<file path="src/rtl/core/ckbb_pkg.sv">
`timescale 1ns / 1ps

package ckbb_pkg;

    // Field widths
    localparam int RGB_W   = 8;
    localparam int DIM_W   = 13;
    localparam int SCALE_W = 25;
    localparam int OUT_W   = 16;
    localparam int KEY_W   = 2;

    localparam int NUM_KEYS        = 4;
    localparam int MAX_DIM_DEFAULT = 4096;

    // Configuration port
    localparam int APB_ADDR_W = 4;
    localparam int APB_DATA_W = 32;

    localparam logic [1:0] REG_IMAGE_WIDTH  = 2'd0;
    localparam logic [1:0] REG_IMAGE_HEIGHT = 2'd1;
    localparam logic [1:0] REG_SCALE_X      = 2'd2;
    localparam logic [1:0] REG_SCALE_Y      = 2'd3;

    localparam logic [DIM_W-1:0]   IMAGE_WIDTH_RST  = 13'd640;
    localparam logic [DIM_W-1:0]   IMAGE_HEIGHT_RST = 13'd480;
    localparam logic [SCALE_W-1:0] SCALE_RST        = 25'd65536;

    // Colour keys
    localparam logic [KEY_W-1:0] KEY_ORANGE = 2'd0;
    localparam logic [KEY_W-1:0] KEY_CYAN   = 2'd1;
    localparam logic [KEY_W-1:0] KEY_LIME   = 2'd2;
    localparam logic [KEY_W-1:0] KEY_PURPLE = 2'd3;

    // Classification thresholds
    localparam logic [RGB_W-1:0] LVL_HIGH     = 8'd200;
    localparam logic [RGB_W-1:0] LVL_LOW      = 8'd50;
    localparam logic [RGB_W-1:0] LVL_MID_LOW  = 8'd80;
    localparam logic [RGB_W-1:0] LVL_MID_HIGH = 8'd180;

    typedef struct packed {
        logic             hit;
        logic [KEY_W-1:0] key;
    } t_class;

    // First matching key wins.
    function automatic t_class classify(input logic [RGB_W-1:0] r,
                                        input logic [RGB_W-1:0] g,
                                        input logic [RGB_W-1:0] b);
        t_class c;
        logic   r_mid;
        r_mid = (r > LVL_MID_LOW) && (r < LVL_MID_HIGH);
        c.hit = 1'b1;
        if ((r > LVL_HIGH) && (g > LVL_MID_LOW) && (g < LVL_MID_HIGH) && (b < LVL_LOW)) begin
            c.key = KEY_ORANGE;
        end else if ((r < LVL_LOW) && (g > LVL_HIGH) && (b > LVL_HIGH)) begin
            c.key = KEY_CYAN;
        end else if (r_mid && (g > LVL_HIGH) && (b < LVL_LOW)) begin
            c.key = KEY_LIME;
        end else if (r_mid && (g < LVL_LOW) && (b > LVL_HIGH)) begin
            c.key = KEY_PURPLE;
        end else begin
            c.hit = 1'b0;
            c.key = KEY_ORANGE;
        end
        return c;
    endfunction

endpackage

</file>
<file path="src/rtl/core/ckbb_if.sv">
`timescale 1ns / 1ps

// Pixel channel: one item is one RGB pixel with its end-of-frame flag.
interface ckbb_pixel_if;
    logic                       valid;
    logic                       ready;
    logic [ckbb_pkg::RGB_W-1:0] red;
    logic [ckbb_pkg::RGB_W-1:0] green;
    logic [ckbb_pkg::RGB_W-1:0] blue;
    logic                       frame_end;

    modport source (output valid, red, green, blue, frame_end, input ready);
    modport sink   (input valid, red, green, blue, frame_end, output ready);
endinterface

// Box channel: one item is the rectangle of one colour key.
interface ckbb_box_if;
    logic                       valid;
    logic                       ready;
    logic [ckbb_pkg::KEY_W-1:0] key_index;
    logic                       seen;
    logic [ckbb_pkg::OUT_W-1:0] box_x;
    logic [ckbb_pkg::OUT_W-1:0] box_y;
    logic [ckbb_pkg::OUT_W-1:0] box_width;
    logic [ckbb_pkg::OUT_W-1:0] box_height;
    logic                       last_key;

    modport source (output valid, key_index, seen, box_x, box_y, box_width, box_height,
                    last_key, input ready);
    modport sink   (input valid, key_index, seen, box_x, box_y, box_width, box_height,
                    last_key, output ready);
endinterface

</file>
<file path="src/rtl/core/color_key_bounding_boxes_top.sv">
`timescale 1ns / 1ps

// Colour-key bounding boxes. Pixels arrive in raster order on i_pixel, one per clock, and
// the block keeps its own column and row count from the image_width and image_height
// registers. Each pixel is classified into orange, cyan, lime or purple (first match wins)
// and the least and most column and row of every key are tracked. The pixel flagged
// frame_end is counted and then closes the frame: the four key records are copied into a
// snapshot buffer, tracking is cleared and the counters restart at zero, and four items
// leave on o_box in key order, the fourth with last_key set. Each rectangle is scaled by
// the Q9.16 registers scale_x and scale_y, truncated and saturated at 65535; a key that
// never appeared gives seen 0 and an all-zero rectangle. Throughput is one pixel per
// clock. The boxes pass from the snapshot buffer through the multiplier stage into the
// output register, and back-pressure on o_box stalls them; a frame-end pixel that
// arrives while the previous frame's boxes still occupy the snapshot buffer is held off
// (ready low) until they have left it, while ordinary pixels keep flowing. Registers
// are written through the APB port and should only be changed while the block is idle.

module color_key_bounding_boxes_top #(
    parameter int MAX_DIM = ckbb_pkg::MAX_DIM_DEFAULT
) (
    input  logic                            i_clk,
    input  logic                            i_rst_n,
    input  logic                            psel,
    input  logic                            penable,
    input  logic                            pwrite,
    input  logic [ckbb_pkg::APB_ADDR_W-1:0] paddr,
    input  logic [ckbb_pkg::APB_DATA_W-1:0] pwdata,
    output logic [ckbb_pkg::APB_DATA_W-1:0] prdata,
    output logic                            pready,
    ckbb_pixel_if.sink                      i_pixel,
    ckbb_box_if.source                      o_box
);

    // Coordinate, span and product widths all follow from MAX_DIM.
    localparam int CW = $clog2(MAX_DIM);
    localparam int SW = CW + 1;
    localparam int PW = SW + ckbb_pkg::SCALE_W;
    localparam int EW = (PW > 33) ? PW : 33;
    localparam int DW = (SW > ckbb_pkg::DIM_W) ? SW : ckbb_pkg::DIM_W;
    localparam int NK = ckbb_pkg::NUM_KEYS;
    localparam int KW = ckbb_pkg::KEY_W;
    localparam int OW = ckbb_pkg::OUT_W;
    localparam logic [CW-1:0] MAX_COORD = CW'(MAX_DIM - 1);

    // ------------------------------------------------------------------
    // Configuration registers
    // ------------------------------------------------------------------
    logic [ckbb_pkg::DIM_W-1:0]   r_img_w;
    logic [ckbb_pkg::DIM_W-1:0]   r_img_h;
    logic [ckbb_pkg::SCALE_W-1:0] r_scale_x;
    logic [ckbb_pkg::SCALE_W-1:0] r_scale_y;
    logic [1:0]                   reg_idx;
    logic                         cfg_wr;

    assign pready  = 1'b1;
    assign reg_idx = paddr[3:2];
    assign cfg_wr  = psel && penable && pwrite;

    always_ff @(posedge i_clk) begin
        if (!i_rst_n) begin
            r_img_w   <= ckbb_pkg::IMAGE_WIDTH_RST;
            r_img_h   <= ckbb_pkg::IMAGE_HEIGHT_RST;
            r_scale_x <= ckbb_pkg::SCALE_RST;
            r_scale_y <= ckbb_pkg::SCALE_RST;
        end else if (cfg_wr) begin
            case (reg_idx)
                ckbb_pkg::REG_IMAGE_WIDTH:  r_img_w   <= pwdata[ckbb_pkg::DIM_W-1:0];
                ckbb_pkg::REG_IMAGE_HEIGHT: r_img_h   <= pwdata[ckbb_pkg::DIM_W-1:0];
                ckbb_pkg::REG_SCALE_X:      r_scale_x <= pwdata[ckbb_pkg::SCALE_W-1:0];
                ckbb_pkg::REG_SCALE_Y:      r_scale_y <= pwdata[ckbb_pkg::SCALE_W-1:0];
                default: begin
                end
            endcase
        end
    end

    always_comb begin
        case (reg_idx)
            ckbb_pkg::REG_IMAGE_WIDTH:  prdata = ckbb_pkg::APB_DATA_W'(r_img_w);
            ckbb_pkg::REG_IMAGE_HEIGHT: prdata = ckbb_pkg::APB_DATA_W'(r_img_h);
            ckbb_pkg::REG_SCALE_X:      prdata = ckbb_pkg::APB_DATA_W'(r_scale_x);
            ckbb_pkg::REG_SCALE_Y:      prdata = ckbb_pkg::APB_DATA_W'(r_scale_y);
            default:                    prdata = '0;
        endcase
    end

    // ------------------------------------------------------------------
    // Pixel side: classification, counters and per-key tracking
    // ------------------------------------------------------------------
    logic          r_snap_full;
    logic          pix_acc;
    logic          pix_end;
    ckbb_pkg::t_class cls;

    logic [CW-1:0] r_col;
    logic [CW-1:0] r_row;
    logic [CW-1:0] n_col;
    logic [CW-1:0] n_row;
    logic          row_done;
    logic          frame_wrap;

    logic          r_seen [NK];
    logic [CW-1:0] r_lx   [NK];
    logic [CW-1:0] r_ly   [NK];
    logic [CW-1:0] r_mx   [NK];
    logic [CW-1:0] r_my   [NK];
    logic          n_seen [NK];
    logic [CW-1:0] n_lx   [NK];
    logic [CW-1:0] n_ly   [NK];
    logic [CW-1:0] n_mx   [NK];
    logic [CW-1:0] n_my   [NK];

    // Only a frame-end pixel has to wait for the snapshot buffer.
    assign i_pixel.ready = !(r_snap_full && i_pixel.frame_end);
    assign pix_acc       = i_pixel.valid && i_pixel.ready;
    assign pix_end       = pix_acc && i_pixel.frame_end;
    assign cls           = ckbb_pkg::classify(i_pixel.red, i_pixel.green, i_pixel.blue);

    // A width or height of zero behaves as one, since the compare is already true.
    assign row_done   = ((DW'(r_col) + DW'(1)) >= DW'(r_img_w)) || (r_col == MAX_COORD);
    assign frame_wrap = ((DW'(r_row) + DW'(1)) >= DW'(r_img_h)) || (r_row == MAX_COORD);

    always_comb begin
        n_col = row_done ? '0 : r_col + CW'(1);
        n_row = r_row;
        if (row_done) begin
            n_row = frame_wrap ? '0 : r_row + CW'(1);
        end
        for (int k = 0; k < NK; k++) begin
            n_seen[k] = r_seen[k];
            n_lx[k]   = r_lx[k];
            n_ly[k]   = r_ly[k];
            n_mx[k]   = r_mx[k];
            n_my[k]   = r_my[k];
            if (cls.hit && (cls.key == KW'(k))) begin
                n_seen[k] = 1'b1;
                if (r_col < r_lx[k]) n_lx[k] = r_col;
                if (r_row < r_ly[k]) n_ly[k] = r_row;
                if (r_col > r_mx[k]) n_mx[k] = r_col;
                if (r_row > r_my[k]) n_my[k] = r_row;
            end
        end
    end

    always_ff @(posedge i_clk) begin
        if (!i_rst_n || pix_end) begin
            r_col <= '0;
            r_row <= '0;
            for (int k = 0; k < NK; k++) begin
                r_seen[k] <= 1'b0;
                r_lx[k]   <= MAX_COORD;
                r_ly[k]   <= MAX_COORD;
                r_mx[k]   <= '0;
                r_my[k]   <= '0;
            end
        end else if (pix_acc) begin
            r_col <= n_col;
            r_row <= n_row;
            for (int k = 0; k < NK; k++) begin
                r_seen[k] <= n_seen[k];
                r_lx[k]   <= n_lx[k];
                r_ly[k]   <= n_ly[k];
                r_mx[k]   <= n_mx[k];
                r_my[k]   <= n_my[k];
            end
        end
    end

    // ------------------------------------------------------------------
    // Snapshot buffer: the closed frame's records, including its last pixel
    // ------------------------------------------------------------------
    logic          s_seen [NK];
    logic [CW-1:0] s_lx   [NK];
    logic [CW-1:0] s_ly   [NK];
    logic [CW-1:0] s_mx   [NK];
    logic [CW-1:0] s_my   [NK];
    logic [KW-1:0] r_emit_idx;

    always_ff @(posedge i_clk) begin
        if (pix_end) begin
            for (int k = 0; k < NK; k++) begin
                s_seen[k] <= n_seen[k];
                s_lx[k]   <= n_lx[k];
                s_ly[k]   <= n_ly[k];
                s_mx[k]   <= n_mx[k];
                s_my[k]   <= n_my[k];
            end
        end
    end

    // ------------------------------------------------------------------
    // Box side: multiplier stage, then saturation into the output register
    // ------------------------------------------------------------------
    logic          adv_b;
    logic          adv_a;
    logic          load_a;

    logic          r_a_valid;
    logic [KW-1:0] r_a_key;
    logic          r_a_seen;
    logic          r_a_last;
    logic [PW-1:0] r_a_px;
    logic [PW-1:0] r_a_py;
    logic [PW-1:0] r_a_pw;
    logic [PW-1:0] r_a_ph;

    logic [SW-1:0] span_x;
    logic [SW-1:0] span_y;

    logic          r_o_valid;
    logic [KW-1:0] r_o_key;
    logic          r_o_seen;
    logic          r_o_last;
    logic [OW-1:0] r_o_x;
    logic [OW-1:0] r_o_y;
    logic [OW-1:0] r_o_w;
    logic [OW-1:0] r_o_h;

    assign adv_b  = !r_o_valid || o_box.ready;
    assign adv_a  = !r_a_valid || adv_b;
    assign load_a = r_snap_full && adv_a;

    assign span_x = SW'(s_mx[r_emit_idx]) - SW'(s_lx[r_emit_idx]) + SW'(1);
    assign span_y = SW'(s_my[r_emit_idx]) - SW'(s_ly[r_emit_idx]) + SW'(1);

    // Product is Q22.16 at default MAX_DIM; keep [31:16] unless a bit above 31 is set.
    function automatic logic [OW-1:0] sat_scaled(input logic [PW-1:0] p);
        logic [EW-1:0] e;
        e = EW'(p);
        if (|e[EW-1:32]) begin
            return {OW{1'b1}};
        end
        return e[31:16];
    endfunction

    always_ff @(posedge i_clk) begin
        if (!i_rst_n) begin
            r_snap_full <= 1'b0;
            r_emit_idx  <= '0;
            r_a_valid   <= 1'b0;
            r_o_valid   <= 1'b0;
        end else begin
            if (pix_end) begin
                r_snap_full <= 1'b1;
            end
            if (load_a) begin
                if (r_emit_idx == KW'(NK - 1)) begin
                    r_emit_idx  <= '0;
                    r_snap_full <= 1'b0;
                end else begin
                    r_emit_idx <= r_emit_idx + KW'(1);
                end
            end
            if (adv_a) begin
                r_a_valid <= r_snap_full;
            end
            if (adv_b) begin
                r_o_valid <= r_a_valid;
            end
        end
    end

    always_ff @(posedge i_clk) begin
        if (load_a) begin
            r_a_key  <= r_emit_idx;
            r_a_seen <= s_seen[r_emit_idx];
            r_a_last <= (r_emit_idx == ckbb_pkg::KEY_PURPLE);
            r_a_px   <= PW'(s_lx[r_emit_idx]) * PW'(r_scale_x);
            r_a_py   <= PW'(s_ly[r_emit_idx]) * PW'(r_scale_y);
            r_a_pw   <= PW'(span_x) * PW'(r_scale_x);
            r_a_ph   <= PW'(span_y) * PW'(r_scale_y);
        end
        if (adv_b && r_a_valid) begin
            r_o_key  <= r_a_key;
            r_o_seen <= r_a_seen;
            r_o_last <= r_a_last;
            r_o_x    <= r_a_seen ? sat_scaled(r_a_px) : '0;
            r_o_y    <= r_a_seen ? sat_scaled(r_a_py) : '0;
            r_o_w    <= r_a_seen ? sat_scaled(r_a_pw) : '0;
            r_o_h    <= r_a_seen ? sat_scaled(r_a_ph) : '0;
        end
    end

    assign o_box.valid      = r_o_valid;
    assign o_box.key_index  = r_o_key;
    assign o_box.seen       = r_o_seen;
    assign o_box.box_x      = r_o_x;
    assign o_box.box_y      = r_o_y;
    assign o_box.box_width  = r_o_w;
    assign o_box.box_height = r_o_h;
    assign o_box.last_key   = r_o_last;

    // ------------------------------------------------------------------
    // Assertions
    // ------------------------------------------------------------------
    a_end_fills_snapshot: assert property (@(posedge i_clk) disable iff (!i_rst_n)
        pix_end |=> r_snap_full)
        else $error("frame end did not fill the snapshot buffer");

    a_end_clears_tracking: assert property (@(posedge i_clk) disable iff (!i_rst_n)
        pix_end |=> (r_col == '0) && (r_row == '0) && !r_seen[0] && !r_seen[1]
                    && !r_seen[2] && !r_seen[3])
        else $error("tracking not cleared after frame end");

    a_emit_needs_snapshot: assert property (@(posedge i_clk) disable iff (!i_rst_n)
        (r_emit_idx != '0) |-> r_snap_full)
        else $error("emission index advanced without a snapshot");

    a_snapshot_source: assert property (@(posedge i_clk) disable iff (!i_rst_n)
        $rose(r_snap_full) |-> $past(pix_end))
        else $error("snapshot buffer filled without a frame end");

endmodule
</file>
<file path="src/flat_wrapper.sv">
// flat-port wrapper written by rule: the top's interface ports become plain ports
module color_key_bounding_boxes_top_flat 
#(
    parameter int MAX_DIM = ckbb_pkg::MAX_DIM_DEFAULT
)
  (i_clk, i_rst_n, psel, penable, pwrite, paddr, pwdata, prdata, pready, i_pixel_valid, i_pixel_red, i_pixel_green, i_pixel_blue, i_pixel_frame_end, i_pixel_ready, o_box_valid, o_box_key_index, o_box_seen, o_box_box_x, o_box_box_y, o_box_box_width, o_box_box_height, o_box_last_key, o_box_ready);
  ckbb_pixel_if i_pixel_i ();
  ckbb_box_if o_box_i ();
  input  logic i_clk;
  input  logic i_rst_n;
  input  logic psel;
  input  logic penable;
  input  logic pwrite;
  input  logic [ckbb_pkg::APB_ADDR_W-1:0] paddr;
  input  logic [ckbb_pkg::APB_DATA_W-1:0] pwdata;
  output logic [ckbb_pkg::APB_DATA_W-1:0] prdata;
  output logic pready;
  input wire logic [$bits(i_pixel_i.valid)-1:0] i_pixel_valid;
  input wire logic [$bits(i_pixel_i.red)-1:0] i_pixel_red;
  input wire logic [$bits(i_pixel_i.green)-1:0] i_pixel_green;
  input wire logic [$bits(i_pixel_i.blue)-1:0] i_pixel_blue;
  input wire logic [$bits(i_pixel_i.frame_end)-1:0] i_pixel_frame_end;
  output wire logic [$bits(i_pixel_i.ready)-1:0] i_pixel_ready;
  output wire logic [$bits(o_box_i.valid)-1:0] o_box_valid;
  output wire logic [$bits(o_box_i.key_index)-1:0] o_box_key_index;
  output wire logic [$bits(o_box_i.seen)-1:0] o_box_seen;
  output wire logic [$bits(o_box_i.box_x)-1:0] o_box_box_x;
  output wire logic [$bits(o_box_i.box_y)-1:0] o_box_box_y;
  output wire logic [$bits(o_box_i.box_width)-1:0] o_box_box_width;
  output wire logic [$bits(o_box_i.box_height)-1:0] o_box_box_height;
  output wire logic [$bits(o_box_i.last_key)-1:0] o_box_last_key;
  input wire logic [$bits(o_box_i.ready)-1:0] o_box_ready;
  assign i_pixel_i.valid = i_pixel_valid;
  assign i_pixel_i.red = i_pixel_red;
  assign i_pixel_i.green = i_pixel_green;
  assign i_pixel_i.blue = i_pixel_blue;
  assign i_pixel_i.frame_end = i_pixel_frame_end;
  assign i_pixel_ready = i_pixel_i.ready;
  assign o_box_valid = o_box_i.valid;
  assign o_box_key_index = o_box_i.key_index;
  assign o_box_seen = o_box_i.seen;
  assign o_box_box_x = o_box_i.box_x;
  assign o_box_box_y = o_box_i.box_y;
  assign o_box_box_width = o_box_i.box_width;
  assign o_box_box_height = o_box_i.box_height;
  assign o_box_last_key = o_box_i.last_key;
  assign o_box_i.ready = o_box_ready;
  color_key_bounding_boxes_top #(.MAX_DIM(MAX_DIM)) u_core (.i_clk(i_clk), .i_rst_n(i_rst_n), .psel(psel), .penable(penable), .pwrite(pwrite), .paddr(paddr), .pwdata(pwdata), .prdata(prdata), .pready(pready), .i_pixel(i_pixel_i), .o_box(o_box_i));
endmodule
</file>
<file path="config.mk">
export PLATFORM = sky130hd
export DESIGN_NAME = color_key_bounding_boxes_top_flat
export DESIGN_NICKNAME = d
export VERILOG_FILES = /design/src/rtl/core/ckbb_pkg.sv /design/src/rtl/core/ckbb_if.sv /design/src/rtl/core/color_key_bounding_boxes_top.sv /design/src/flat_wrapper.sv
export SDC_FILE = /design/constraint.sdc
export NUM_CORES = 2
export LEC_CHECK = 0
export BUFFER_PORTS_ARGS = -buffer_cell sky130_fd_sc_hd__buf_2
export CAP_MARGIN = 10
export CORE_UTILIZATION = 66
export DETAILED_ROUTE_END_ITERATION = 7
export GPL_ROUTABILITY_DRIVEN = 0
export PLACE_DENSITY = 0.85
export SYNTH_ARGS = -nofsm -noshare
export SYNTH_HDL_FRONTEND = slang
export SYNTH_SLANG_ARGS = --single-unit
export TNS_END_PERCENT = 20
</file>
<file path="constraint.sdc">
create_clock -name i_clk -period 27.9 [get_ports i_clk]
set_input_delay 4.185 -clock i_clk [delete_from_list [all_inputs] [get_ports i_clk]]
set_output_delay 4.185 -clock i_clk [all_outputs]
set_load 0.01 [all_outputs]
</file>
# Word level (Yosys, flattened, before mapping)
# Memory sizes are Yosys's and may differ from the RTL's. A register that Yosys moved wholly into a read port is not among the register bits.
# Cells that the tools add are included.
dict set report totals {
  reg_bits 326
  latch_bits 0
  ramBits 392
  rom_bits 0
  in_bits 68
  output_inout_bits 103
  word_cells 246
  memories 10
}
dict set report classes {
  n_addsub 9
  multipliers 4
  div_mod_pow 0
  n_lt_le_gt_ge 28
  n_eq_ne 9
  n_shift 0
  mux 102
  n_bitwise 20
  n_reduce_logical 41
}
# memory depth word_bits read_ports rd_ports_with_merged_regs write_ports line
set memory_table {}
lappend memory_table {u_core.r_lx 4 12 4 0 4 color_key_bounding_boxes_top.sv:103} ;# logic [CW-1:0] r_lx [NK];
lappend memory_table {u_core.r_ly 4 12 4 0 4 color_key_bounding_boxes_top.sv:104} ;# logic [CW-1:0] r_ly [NK];
lappend memory_table {u_core.r_mx 4 12 4 0 4 color_key_bounding_boxes_top.sv:105} ;# logic [CW-1:0] r_mx [NK];
lappend memory_table {u_core.r_my 4 12 4 0 4 color_key_bounding_boxes_top.sv:106} ;# logic [CW-1:0] r_my [NK];
lappend memory_table {u_core.s_lx 4 12 1 1 4 color_key_bounding_boxes_top.sv:173} ;# logic [CW-1:0] s_lx [NK];
lappend memory_table {u_core.s_ly 4 12 1 1 4 color_key_bounding_boxes_top.sv:174} ;# logic [CW-1:0] s_ly [NK];
lappend memory_table {{4 more memories} n/a n/a n/a n/a n/a n/a}
# op count
set ops {}
lappend ops {{12-bit 2-to-1 mux} 50}
lappend ops {{16-bit 2-to-1 mux} 8}
lappend ops {{32-bit case mux with 4 select lines} 1}
lappend ops {{12-bit > comparator} 8}
lappend ops {{12-bit less-than comparator} 8}
lappend ops {{13-bit by 25-bit multiplier with 38-bit output} 2}
lappend ops {{12-bit by 25-bit multiplier with 37-bit output} 2}
lappend ops {{1-bit 2-to-1 mux} 30}
lappend ops {{12-bit by 1-bit adder with 13-bit output (second input constant)} 2}
lappend ops {{13-bit by 1-bit adder with 13-bit output (second input constant)} 2}
lappend ops {{13-bit greater-or-equal comparator} 2}
lappend ops {{2-bit 2-to-1 mux} 13}
lappend ops {{12-bit by 12-bit subtractor with 13-bit output} 2}
lappend ops {{12-bit by 1-bit adder with 12-bit output (second input constant)} 2}
lappend ops {{12-bit == test (second input constant)} 2}
lappend ops {{8-bit > comparator (second input constant)} 3}
lappend ops {{8-bit by 6-bit less-than comparator with 1-bit output (second input constant)} 3}
lappend ops {{1-bit logical AND} 21}
lappend ops {{1-bit OR} 20}
lappend ops {{8-bit by 7-bit > comparator with 1-bit output (second input constant)} 2}
lappend ops {{8-bit less-than comparator (second input constant)} 2}
lappend ops {{6-bit OR reduction} 2}
lappend ops {{2-bit == test (second input constant)} 5}
lappend ops {{2-bit AND reduction} 5}
lappend ops {{other kinds (6)} 16}

# Depth between registers and ports, before layout
dict set report depth {
  word_depth 12
  depth_mapped 39
  mapped_depth_nobuf 36
}

# Worst setup path after synthesis
# No wires, ideal clock.
dict set report synth_path {
  path_type {in2reg}
  from {in i_pixel_valid}
  to {reg u_core.r_snap_full}
  setup_ns 0.114
  arrival_time_ns 13.198
  required_time_ns 27.786
  path_slack_ns 14.587
  cell_stages 4
  path_buffers 0
  path_cell_list {nand2_1 > nor2_1 > o21ai_0 > a21oi_1}
}
dict set report synth_between {
  elab_chain_cells 5
}
# element line
set synth_rtl {}
lappend synth_rtl {{from (decl)} flat_wrapper.sv:18} ;# input wire logic [$bits(i_pixel_i.valid)-1:0] i_pixel_valid;
lappend synth_rtl {{1-bit logical AND (*)} color_key_bounding_boxes_top.sv:115} ;# assign pix_acc = i_pixel.valid && i_pixel.ready;
lappend synth_rtl {{1-bit logical AND (*)} color_key_bounding_boxes_top.sv:116} ;# assign pix_end = pix_acc && i_pixel.frame_end;
lappend synth_rtl {{named net u_core.pix_end} color_key_bounding_boxes_top.sv:92} ;# logic pix_end;
lappend synth_rtl {{1-bit 2-to-1 mux (*)} color_key_bounding_boxes_top.sv:243} ;# if (pix_end) begin
lappend synth_rtl {{1-bit 2-to-1 mux} color_key_bounding_boxes_top.sv:247} ;# if (r_emit_idx == KW'(NK - 1)) begin
lappend synth_rtl {{1-bit 2-to-1 mux (*)} color_key_bounding_boxes_top.sv:246} ;# if (load_a) begin
lappend synth_rtl {{to (signal assigned)} color_key_bounding_boxes_top.sv:238} ;# r_snap_full <= 1'b0;
lappend synth_rtl {{to (signal assigned)} color_key_bounding_boxes_top.sv:244} ;# r_snap_full <= 1'b1;
lappend synth_rtl {{to (signal assigned)} color_key_bounding_boxes_top.sv:249} ;# r_snap_full <= 1'b0;
lappend synth_rtl {{to (decl)} color_key_bounding_boxes_top.sv:90} ;# logic r_snap_full;
# The timed path passes the listed nets; every way through them passes the cells marked *.
# A chain may end at the register's enable or synchronous reset.

==> flow_summary.toml <==
[timing]
worstMarginPinSlew_ns = 1.312
hold_violations = 0
slew_violations = 0
finalSetupViolCount = 0
min_period_ns = 10.67
worst_slack_ns = 17.23
skew_ns = 0.04424
tns_ns = 0
min_period_over_period = 0.3824
rsz0062_at_grt = "false"
slew_headroom = 0.1240
max_freq_mhz = 93.74

[clock_network]
clock-sinks = 657
cts.repair_timing.setup_buffer_count = 0
clk_latency_ns = 0.68
cts_root_buf = "clkbuf_16"
cts_tree = "built"
cts_buffer_depth = 3
cts.reportedPaths.clkPinSlew_ns = 0.06
htreeDepth = 3
cts_buffers = 73
hold_buffers = 0
post_cts_resized = 0

[yosys]
ys_seq_area_frac = 0.2657
yosysTopAreaCellShare = 0.2748
syn_area_mm2 = 0.07023
synth_largest_area_cell = "fa_1"
ys_types = 79
synth.area.top_cells = "fa_1, edfxtp_1, ha_1"
syn_inst = 6881
yosys_most_used_dff = "edfxtp_1"
syn_area_per_cell_um2 = 10.21
async_flop_share = 0
yosys_warnings = 0
ys_ff_latch = 657
synth_edf_count = 550

[pwr]
power.switching_w = 0.0008813
cellPowerDensity_mw_per_mm2 = 37.58
p_sw_frac = 0.3140
leakagePower_nw = 34.48
seqPwrFrac = 0.405
combPwrFrac = 0.237
p_int_w = 0.001925
p_clk_frac = 0.358
vdd_drop_max_uv = 38.28
finalPower_w = 0.002806

[place]
dp_hpwl_um = 121800
io_buffers = 153
pre_cts_ws_ns = 17.25
dp.cells = 8157

[worst_hold_path]
worst_hold_startpoint = "u_core.r_a_key[1]"
hp-class = "register to register"
holdPathEnd = "u_core.o_box.key_index[1]"
holdPathStages = 0

[worst_setup_path]
worstSetupPathType = "register to register"
critPathArrivalTime_ns = 11.07
path_common_cell = "fa_1"
max_stage_delay_ns = 0.90
crit_path_max_fanout = 26
worstReg2RegEnd = "u_core.r_a_ph[36]"
path_buf_inv = 7
r2r.worst_path.cells = 34
worstSetupEndpointType = "register"
crit_family = "adder cells"
critPathRequiredTime_ns = 28.30
reg2reg_slack_ns = 17.23
worstSetupStartpointType = "register"
cp_slowest_cell = "mux4_2"

[die]
die_h_um = 328.2
die_x_um = 328.2
num_io_pins = 171
start_util = 0.6662
core_mm2 = 0.1054
dieArea_mm2 = 0.1077
num_rows = 119

[routing]
vias = 50070
drt-total-wl_um = 172900
drtPass1Iterations = 8
wl_per_cell_um = 20.85
drtIter0Drc = 4656
final_antenna_net_count = 0
drc = 80
via_per_inst = 6.036

[global_route]
antenna_found_initial = 5
overflow = 0
grtUsageTotal = 0.3320
grt_pass1_wl_um = 281000
grt_pass1_vias = 54250
grt_max_degree = 152

[final_layout]
final_nets = 8434
seq_area_mm2 = 0.01866
layout_common_cells = "inv_1, nand2_1, fa_1, ha_1, edfxtp_1"
fill_cells = 7054
drive_above_1_share = 0.09622
stdcell_count = 8295
multi_input_comb_area_mm2 = 0.04559
area_delta_synth_final_pct = 6.341
fin_util = 0.7084
layout_commonest_cell = "inv_1"

[job]
drv_cap = 0

[run_status]
outcome = "finished with violations"
violations = "design-rule violations"
==> cells in the mapped netlist (all sizes together), types with 63 or more instances <==
master,number
dfxtp,107
a21o,119
buf,63
o21a,94
and2,459
inv,1241
nor2,96
a21oi,136
a21boi,75
mux2,179
nand2,1009
edfxtp,550
clkbuf,313
o21ai,111
ha,559
xnor2,67
nor2b,86
fa,964
nand2b,180
==> metrics by stage <==
step / area (um^2) / hold WS [ns]
2_1_floorplan: 70250 / 0.4003
3_5_place_dp: 72200 / 0.4135
6_report: 74680 / 0.4203
4_1_cts: 74650 / 0.4210
3_3_place_gp: 72200 / 0.4078
5_1_grt: 74670 / 0.4347
==> power groups by stage <==
stage               Combinational, W  Clock, W  Sequential, W
finish                      0.000666   0.00100        0.00114
global route                0.000734   0.00104        0.00114
CTS                         0.000655   0.00101        0.00114
detailed placement          0.000648         0        0.00116
global placement            0.000621         0        0.00115
floorplan                   0.000459         0        0.00116
==> flip-flops by register name, indices dropped and copies added (netlist names), 22 cells and up, named ones only <==
signal	count
u_core.r_a_pw	22
u_core.r_scale_y	25
u_core.r_a_ph	22
u_core.r_mx	48
u_core.r_lx	48
u_core.r_scale_x	25
u_core.s_lx	48
u_core.s_ly	48
u_core.r_ly	48
u_core.s_mx	48
u_core.s_my	48
u_core.r_my	48
==> final cells by class <==
class	instances	share of cell area
timing repair buffer	257	0.02098
clock inverter	41	0.006383
inverter	1241	0.06248
antenna	3	0.0001005
tap	1391	0.02331
clock buffer	92	0.02639
multi-input combinational	4613	0.6105
sequential	657	0.2499
==> layer usage <==
layer / track usage / wire (um)
met2: 0.5402 / 80590
met4: 0.1250 / 6400
met3: 0.08967 / 20960
met1: 0.4266 / 64950
met5: 0 / 34
==> how the worst max path moves through the flow <==
| stage | depth (start not counted) | from | endpoint |
|---|---|---|---|
| after CTS | 34 | register | u_core.r_a_ph[36] |
| after floorplan | 4 | i_pixel_valid | u_core.r_snap_full |
| after global placement | 34 | register | u_core.r_a_ph[36] |
| after detailed placement | 34 | register | u_core.r_a_ph[36] |
| after global routing | 34 | register | u_core.r_a_ph[36] |
| final | 34 | register | u_core.r_a_ph[36] |
==> cell families after synthesis <==
logic type                 Yosys count  synth area share
muxes                              255           0.05058
other                                2         0.0001069
and+or+nand+nor                   2031            0.1412
DFF                                657            0.2657
xor gates and xnor gates           107           0.01334
adders and majority gates         1523            0.3744
buffers and inverters             1617           0.08730
AOI/OAI and AO/OA                  689           0.06740
Power figures use the tool's default switching activity.
